`config.mk`:
```
export PLATFORM = sky130hd
export DESIGN_NAME = framed_ascii_command_parser
export DESIGN_NICKNAME = d
export VERILOG_FILES = /design/src/design/fcp_pkg.sv /design/src/design/fcp_eval.sv /design/src/design/framed_ascii_command_parser.sv
export SDC_FILE = /design/constraint.sdc
export NUM_CORES = 1
export LEC_CHECK = 0
export BUFFER_PORTS_ARGS = -buffer_cell sky130_fd_sc_hd__buf_2
export CORE_MARGIN = 5
export CORE_UTILIZATION = 40
export DETAILED_ROUTE_END_ITERATION = 16
export GPL_TIMING_DRIVEN = 0
export PLACE_DENSITY = 0.71
export REMOVE_ABC_BUFFERS = 1
export SYNTH_ARGS = -nofsm -noshare
export SYNTH_HDL_FRONTEND = slang
export SYNTH_SLANG_ARGS = --single-unit
```
`constraint.sdc`:
```
create_clock -name clock -period 2.9 [get_ports clock]
set_input_delay 0.145 -clock clock [delete_from_list [all_inputs] [get_ports clock]]
set_output_delay 0.145 -clock clock [all_outputs]
set_load 0.1 [all_outputs]
```
`src/design/fcp_pkg.sv`:
```
package fcp_pkg;

   localparam int unsigned CMD_LEN         = 3;
   localparam int unsigned MAX_PARAM_CHARS = 5;
   localparam int unsigned LEN_W           = 4;
   localparam int unsigned MAG_W           = 17;
   localparam int unsigned VAL_W           = 18;

   localparam logic [LEN_W-1:0] LEN_MAX = '1;
   localparam logic [MAG_W-1:0] MAG_MAX = '1;

   // configuration register indexes
   localparam logic [1:0] CSR_START = 2'd0;
   localparam logic [1:0] CSR_STOP  = 2'd1;

   typedef enum logic [2:0] {
      CMD_RTG = 3'd0,
      CMD_DTG = 3'd1,
      CMD_CTG = 3'd2,
      CMD_PLS = 3'd3,
      CMD_RST = 3'd4,
      CMD_PAU = 3'd5,
      CMD_RES = 3'd6,
      CMD_MSR = 3'd7
   } cmd_type;

   typedef enum logic [2:0] {
      ST_OK           = 3'd0,
      ST_SHORT        = 3'd1,
      ST_UNKNOWN      = 3'd2,
      ST_TOO_LONG     = 3'd3,
      ST_NOT_POSITIVE = 3'd4
   } status_type;

   // what the frame holds at the time the stop byte arrives
   typedef struct packed {
      logic [LEN_W-1:0] length;
      logic [23:0]      cmd_bytes;
      logic             negative;
      logic [MAG_W-1:0] magnitude;
   } frame_type;

   typedef struct packed {
      cmd_type          code;
      status_type       status;
      logic [VAL_W-1:0] value;
   } result_type;

   function automatic logic [23:0] cmd_word(input cmd_type cmd);
      logic [23:0] w;
      unique case (cmd)
         CMD_RTG: w = "RTG";
         CMD_DTG: w = "DTG";
         CMD_CTG: w = "CTG";
         CMD_PLS: w = "PLS";
         CMD_RST: w = "RST";
         CMD_PAU: w = "PAU";
         CMD_RES: w = "RES";
         CMD_MSR: w = "MSR";
         default: w = '0;
      endcase
      return w;
   endfunction

   function automatic logic takes_param(input cmd_type cmd);
      return (cmd == CMD_DTG) || (cmd == CMD_PLS) || (cmd == CMD_MSR);
   endfunction

endpackage

```
`src/design/fcp_eval.sv`:
```
// Decodes a closed frame into its result item.
module fcp_eval #(
   parameter int unsigned MAX_PARAM_CHARS = fcp_pkg::MAX_PARAM_CHARS
) (
   input  fcp_pkg::frame_type  frame,
   output fcp_pkg::result_type result
);

   localparam logic [fcp_pkg::LEN_W-1:0] LEN_CMD = fcp_pkg::LEN_W'(fcp_pkg::CMD_LEN);
   localparam logic [fcp_pkg::LEN_W-1:0] LEN_LIMIT =
      fcp_pkg::LEN_W'(fcp_pkg::CMD_LEN + MAX_PARAM_CHARS);

   logic             found;
   fcp_pkg::cmd_type match;
   logic [15:0]      low_bits;
   logic [fcp_pkg::VAL_W-1:0] full_val;

   always_comb begin
      found = 1'b0;
      match = fcp_pkg::CMD_RTG;
      for (int k = 0; k < 8; k++) begin
         if (fcp_pkg::cmd_word(fcp_pkg::cmd_type'(k)) == frame.cmd_bytes) begin
            found = 1'b1;
            match = fcp_pkg::cmd_type'(k);
         end
      end
   end

   assign low_bits = frame.negative ? 16'(-frame.magnitude[15:0]) : frame.magnitude[15:0];
   assign full_val = frame.negative ? -{1'b0, frame.magnitude} : {1'b0, frame.magnitude};

   always_comb begin
      result.code   = fcp_pkg::CMD_RTG;
      result.status = fcp_pkg::ST_OK;
      result.value  = '0;
      if (frame.length < LEN_CMD) begin
         result.status = fcp_pkg::ST_SHORT;
      end else if (!found || (!fcp_pkg::takes_param(match) && frame.length != LEN_CMD)) begin
         result.status = fcp_pkg::ST_UNKNOWN;
      end else if (!fcp_pkg::takes_param(match)) begin
         result.code = match;
      end else begin
         result.code = match;
         if (frame.length > LEN_LIMIT) begin
            result.status = fcp_pkg::ST_TOO_LONG;
         end else if (match == fcp_pkg::CMD_MSR) begin
            result.value  = {2'b00, low_bits};
            result.status = (low_bits != '0) ? fcp_pkg::ST_OK : fcp_pkg::ST_NOT_POSITIVE;
         end else begin
            result.value  = full_val;
            result.status = (!frame.negative && frame.magnitude != '0) ?
                            fcp_pkg::ST_OK : fcp_pkg::ST_NOT_POSITIVE;
         end
      end
   end

endmodule

```
`src/design/framed_ascii_command_parser.sv`:
```
// Channel   Direction  Payload
// req_      in         tdata[7:0] rx_byte
// rsp_      out        tuser[2:0] command_code; tdata[2:0] frame_status,
//                      tdata[20:3] param_value, tdata[23:21] zero
// csr_      in         index 0 start_char, index 1 stop_char (data[7:0])
//
// One byte per cycle while req_tready is high: a byte that is taken inside a
// frame, or is a start byte, updates the frame state in the cycle it is taken;
// a stop byte in a frame loads the decoded result into the output register,
// and rsp_tvalid rises in the next cycle. A single output register holds the
// result; req_tready drops only while that register is full and rsp_tready is
// low. Synchronous active-high reset; start_char resets to '$', stop_char to '#'.
module framed_ascii_command_parser #(
   parameter int unsigned MAX_PARAM_CHARS = fcp_pkg::MAX_PARAM_CHARS
) (
   input  logic        clock,
   input  logic        reset,

   input  logic        req_tvalid,
   output logic        req_tready,
   input  logic [7:0]  req_tdata,   // [7:0] rx_byte

   output logic        rsp_tvalid,
   input  logic        rsp_tready,
   output logic [23:0] rsp_tdata,   // [2:0] frame_status, [20:3] param_value, [23:21] zero
   output logic [2:0]  rsp_tuser,   // [2:0] command_code

   input  logic        csr_valid,
   output logic        csr_ready,
   input  logic [1:0]  csr_index,
   input  logic [7:0]  csr_data
);

   localparam logic [fcp_pkg::LEN_W-1:0] LEN_CMD = fcp_pkg::LEN_W'(fcp_pkg::CMD_LEN);
   localparam logic [fcp_pkg::LEN_W-1:0] LEN_LIMIT =
      fcp_pkg::LEN_W'(fcp_pkg::CMD_LEN + MAX_PARAM_CHARS);

   typedef enum logic [1:0] {
      PHASE_WS     = 2'd0,
      PHASE_DIGITS = 2'd1,
      PHASE_DONE   = 2'd2
   } phase_type;

   logic [7:0]          start_ff, start_in;
   logic [7:0]          stop_ff, stop_in;
   logic                in_frame_ff, in_frame_in;
   phase_type           phase_ff, phase_in;
   fcp_pkg::frame_type  frame_ff, frame_in;
   logic                rsp_valid_ff, rsp_valid_in;
   fcp_pkg::result_type rsp_ff, rsp_in;

   fcp_pkg::result_type result;

   logic       req_acc;
   logic       closing;
   logic [7:0] b;
   logic       is_digit;
   logic       is_space;
   logic [3:0] digit;
   logic [20:0] mag_next;
   logic [fcp_pkg::MAG_W-1:0] mag_sat;

   fcp_eval #(
      .MAX_PARAM_CHARS (MAX_PARAM_CHARS)
   ) u_eval (
      .frame  (frame_ff),
      .result (result)
   );

   assign req_tready = !rsp_valid_ff || rsp_tready;
   assign req_acc    = req_tvalid && req_tready;
   assign b          = req_tdata;
   assign closing    = req_acc && in_frame_ff && (b == stop_ff);

   assign is_digit = (b >= "0") && (b <= "9");
   assign is_space = (b == 8'd32) || ((b >= 8'd9) && (b <= 8'd13));
   assign digit    = 4'(b - "0");
   // magnitude * 10 + digit, saturated to the field width
   assign mag_next = {1'b0, frame_ff.magnitude, 3'b000} + {3'b000, frame_ff.magnitude, 1'b0}
                     + {17'd0, digit};
   assign mag_sat  = (mag_next > {4'd0, fcp_pkg::MAG_MAX}) ? fcp_pkg::MAG_MAX
                                                           : mag_next[fcp_pkg::MAG_W-1:0];

   assign csr_ready = 1'b1;

   always_comb begin
      start_in = start_ff;
      stop_in  = stop_ff;
      if (csr_valid) begin
         unique case (csr_index)
            fcp_pkg::CSR_START: start_in = csr_data;
            fcp_pkg::CSR_STOP:  stop_in  = csr_data;
            default: ;
         endcase
      end
   end

   always_comb begin
      in_frame_in = in_frame_ff;
      phase_in    = phase_ff;
      frame_in    = frame_ff;
      if (closing) begin
         in_frame_in = 1'b0;
      end else if (req_acc && (b == start_ff)) begin
         in_frame_in = 1'b1;
         phase_in    = PHASE_WS;
         frame_in    = '0;
      end else if (req_acc && in_frame_ff) begin
         if (frame_ff.length < LEN_CMD) begin
            frame_in.cmd_bytes = {frame_ff.cmd_bytes[15:0], b};
         end else if (frame_ff.length < LEN_LIMIT) begin
            // atoi-style: whitespace, optional sign, then digits
            unique case (phase_ff)
               PHASE_WS: begin
                  if (is_space) begin
                     phase_in = PHASE_WS;
                  end else if ((b == "+") || (b == "-")) begin
                     frame_in.negative = (b == "-");
                     phase_in          = PHASE_DIGITS;
                  end else if (is_digit) begin
                     frame_in.magnitude = mag_sat;
                     phase_in           = PHASE_DIGITS;
                  end else begin
                     phase_in = PHASE_DONE;
                  end
               end
               PHASE_DIGITS: begin
                  if (is_digit) begin
                     frame_in.magnitude = mag_sat;
                  end else begin
                     phase_in = PHASE_DONE;
                  end
               end
               default: phase_in = phase_ff;
            endcase
         end
         if (frame_ff.length != fcp_pkg::LEN_MAX) begin
            frame_in.length = frame_ff.length + fcp_pkg::LEN_W'(1);
         end
      end
   end

   assign rsp_valid_in = closing || (rsp_valid_ff && !rsp_tready);
   assign rsp_in       = closing ? result : rsp_ff;

   always_ff @(posedge clock) begin
      if (reset) begin
         start_ff     <= "$";
         stop_ff      <= "#";
         in_frame_ff  <= 1'b0;
         phase_ff     <= PHASE_WS;
         frame_ff     <= '0;
         rsp_valid_ff <= 1'b0;
      end else begin
         start_ff     <= start_in;
         stop_ff      <= stop_in;
         in_frame_ff  <= in_frame_in;
         phase_ff     <= phase_in;
         frame_ff     <= frame_in;
         rsp_valid_ff <= rsp_valid_in;
      end
      rsp_ff <= rsp_in;
   end

   assign rsp_tvalid = rsp_valid_ff;
   assign rsp_tuser  = rsp_ff.code;
   assign rsp_tdata  = {3'b000, rsp_ff.value, rsp_ff.status};

endmodule

```
==> results.txt <==
Initial Util: 40.6%
Peak supply drop: 0.000254 V
Area Overhead vs Synth: 16.2%
Power Density: 372 nW/µm²
Clock transition at the registers of the reported paths: 0.06 ns
Vias post-DR: 5086
Synth Area per Inst: 8.56 µm²
Ys async rst share: 0%
Fin. max-slew vios: 0
Largest family of logic cells by synthesized area: simple AND/OR/NAND/NOR gates
Endpoint type of the worst setup path: flip-flop
FP Rows: 44
Final nets: 770
Flop pwr share: 51.2%
Clk buf depth: 2
Die width: 131 µm
RSZ-0062 raised after global routing: true
1st-pass router iterations: 5
Core area: 14400 µm²
Vias in the first global route: 4595
Max cap viols: 0
Total Routing Usage GR: 16.0%
Final hold slack: 0.0347 ns
Post-route ant nets: 0
Number of synthesized flops with an enable pin: 24
Post-route minimum period: 2.99 ns
Port-buffer cells: 48
Post-DP HPWL: 9270 µm
Commonest non-fill, non-tap cell in the layout: a21oi_1
Crit start category: flip-flop
Share of cells above drive strength 1: 19.9%
Critical path buffers and inverters: 2
Final period utilization: 103%
# setup viols final: 17
Unique cell type count in the Yosys netlist: 70
Drt initial violations: 475
Failing checks: setup timing
Total CTS buffers: 9
# clock sinks: 90
Sw Share: 21.4%
CP Data Arrival Time: 3.23 ns
Multi-input logic area: 3800 µm²
Lkg Pwr: 2.61 nW
Layout Utilization: 47.2%
Placed cells: 872
Compound-gate portion of the synthesized area: 18.8%
Cell Area, Synth: 5850 µm²
WL/cell: 15.3 µm
Root Buffer: clkbuf_16
IO Pins: 53
# DRC: 0
First-pass GRT wire length: 22400 µm
Setup CP Type: flip-flop to flip-flop
Clock latency on the worst-skew pair: 0.34 ns
Crit-path slowest cell: fa_1
Largest net degree at the start of global routing: 67
Clock share of power: 43.7%
Worst path max stage delay: 0.55 ns
Critical path required time: 3.13 ns
Total overflow reported by the global router: 0
Die Area: 17100 µm²
Adder-cell share of the synthesized area: 8.60%
Post-synthesis xor/xnor area fraction: 6.74%
Seq. cell area: 2070 µm²
Main synth FF type: dfxtp_1
Post-synthesis sequential area ratio: 34.9%
Slew @ Worst Pin: 1.31 ns
Worst rel slew slack: 12.7%
Net Sw Power: 0.000541 W
Final hold viol count: 0
Vias per cell: 5.67
Yosys reg bits: 90
Final worst slack: -0.0937 ns
Routed WL: 13700 µm
Gate Count Post-Synth: 684
Commonest cells after routing, fill and taps aside: a21oi_1, nor2_1, nand2_1
CP max FO: 17
Gate power share: 5.1%
TritonCTS clock tree: yes
Total number of H-tree levels: 3
Post-route insts no fill: 897
Fin Clk Skew: 0.0103 ns
Fill count: 1355
Outcome: finished with violations
Ant diodes: 0
CP delay by family, top: adder cells
Ys Warns: 0
Initial antenna violation count: 0
Max Clk Rate: 334 MHz
Global placement routability congestion: 0.857
Hold Path Class: input pin to flip-flop
Die height: 131 µm
Pre-CTS setup slack: -0.918 ns
Cells along the critical path: fa_1, inv_2, fa_2, nor2b_4, o2111ai_2, and4b_2, o31ai_4, mux2i_2, nor3_4, buf_12, a311oi_1
P_int: 0.00199 W
Post-Synth Simple-Gate Area: 22.3%
Mux cell area share after synthesis: 3.51%
power by group through the flow:
stage               combinational, W  clock [W]  sequential, W
floorplan                  0.0000741          0        0.00132
global placement            0.000124          0        0.00133
detailed placement          0.000126          0        0.00133
CTS                         0.000128    0.00113        0.00130
global route                0.000140    0.00119        0.00130
finish                      0.000129    0.00110        0.00130
per-layer routing:
| layer | up-vias | part of all wire [%] | global-route usage (%) |
|---|---|---|---|
| met5 | - | 0 | 0 |
| met4 | 0 | 2.4 | 6.59 |
| met3 | 26 | 3.9 | 2.89 |
| met2 | 116 | 48 | 25.4 |
| met1 | 2392 | 46 | 21.5 |
| li1 | 2552 | - | - |
kinds of logic (layout without fill, tap and decap cells):
| group | count (synthesis) | count (layout) |
|---|---|---|
| xor gates and xnor gates | 45 | 45 |
| buffers and inverters | 66 | 92 |
| adders and majority gates | 39 | 39 |
| DFF | 90 | 90 |
| muxes | 20 | 20 |
| and+or+nand+nor | 254 | 254 |
| AOI/OAI and AO/OA | 168 | 169 |
| other | 2 | 4 |
worst reg2reg max path, cell delays in order, from the launching register on:
cell and delay, ns:
dfxtp_4 0.36, fa_1 0.55, inv_2 0.05, fa_2 0.39, nor2b_4 0.14, o2111ai_2 0.13
and4b_2 0.31, o31ai_4 0.21, mux2i_2 0.29, nor3_4 0.08, buf_12 0.16, a311oi_1 0.21
Yosys cell counts, types with 5 or more instances:
cell | n | share of area, %
nand3_1 | 41 | 3.5
a21o_1 | 5 | 0.64
nand2b_1 | 9 | 0.96
nor3_1 | 15 | 1.3
xor2_1 | 20 | 3.0
nand2_1 | 56 | 3.6
a211o_1 | 6 | 0.90
edfxtp_1 | 24 | 12
nor2_1 | 69 | 4.4
o31ai_1 | 5 | 0.64
a311oi_1 | 17 | 2.5
inv_1 | 17 | 1.1
o21ai_0 | 19 | 1.6
buf_2 | 10 | 0.86
dfxtp_1 | 66 | 23
a21oi_1 | 72 | 6.2
or3_1 | 6 | 0.64
nor2b_1 | 11 | 1.2
buf_4 | 5 | 0.64
mux2i_1 | 16 | 2.7
xnor2_1 | 25 | 3.7
nor3b_1 | 6 | 0.77
ha_1 | 37 | 7.9
nand4_1 | 11 | 1.2
o21a_1 | 6 | 0.77
clkbuf_1 | 27 | 1.7
repair_timing:
action	4_1_cts	5_1_grt
gates cloned	2	0
hold buffers	0	0
setup buffers	5	6
endpoints found under the setup margin	17	17
resized for setup	55	13
pin swaps	9	4
hold endpoints to repair	0	0
flip-flops by register name, indices dropped and copies added, names as in the netlist:
register / count
frame_ff: 46
rsp_tdata: 21
stop_ff: 8
rsp_tvalid: 1
rsp_tuser: 3
start_ff: 8
phase_ff: 2
in_frame_ff: 1
metrics by stage:
stage	instance area, µm²	power (W)	TNS [ns]
floorplan	5630	0.00140	-59.98
global placement	6100	0.00145	-37.02
detailed placement	6160	0.00145	-15.00
CTS	6750	0.00256	-0.606
global route	6800	0.00263	-2.58
finish	6800	0.00253	-1.30
area by class of cell:
type / instances / share of cell area, %
flip-flops and latches: 90 / 30.4
multi-input cells: 531 / 55.8
clock inverters: 2 / 0.147
clock buffers: 14 / 4.05
repair buffers: 58 / 5.10
inverters: 17 / 0.993
repair inverters: 1 / 0.0736
well taps: 184 / 3.38
path summary, 6_finish.rpt:
| path | startpoint | endpoint | slack, ns | depth (start not counted) |
|---|---|---|---|---|
| worst max-delay path | frame_ff[2] | frame_ff[12] | -0.09 | 11 |
| worst max register to register | frame_ff[2] | frame_ff[12] | -0.09 | 11 |
| worst min register to register | frame_ff[40] | frame_ff[40] | 0.46 | 2 |
| worst min-delay path | csr_data[2] | start_ff[2] | 0.03 | 2 |
Power figures use the tool's default switching activity.
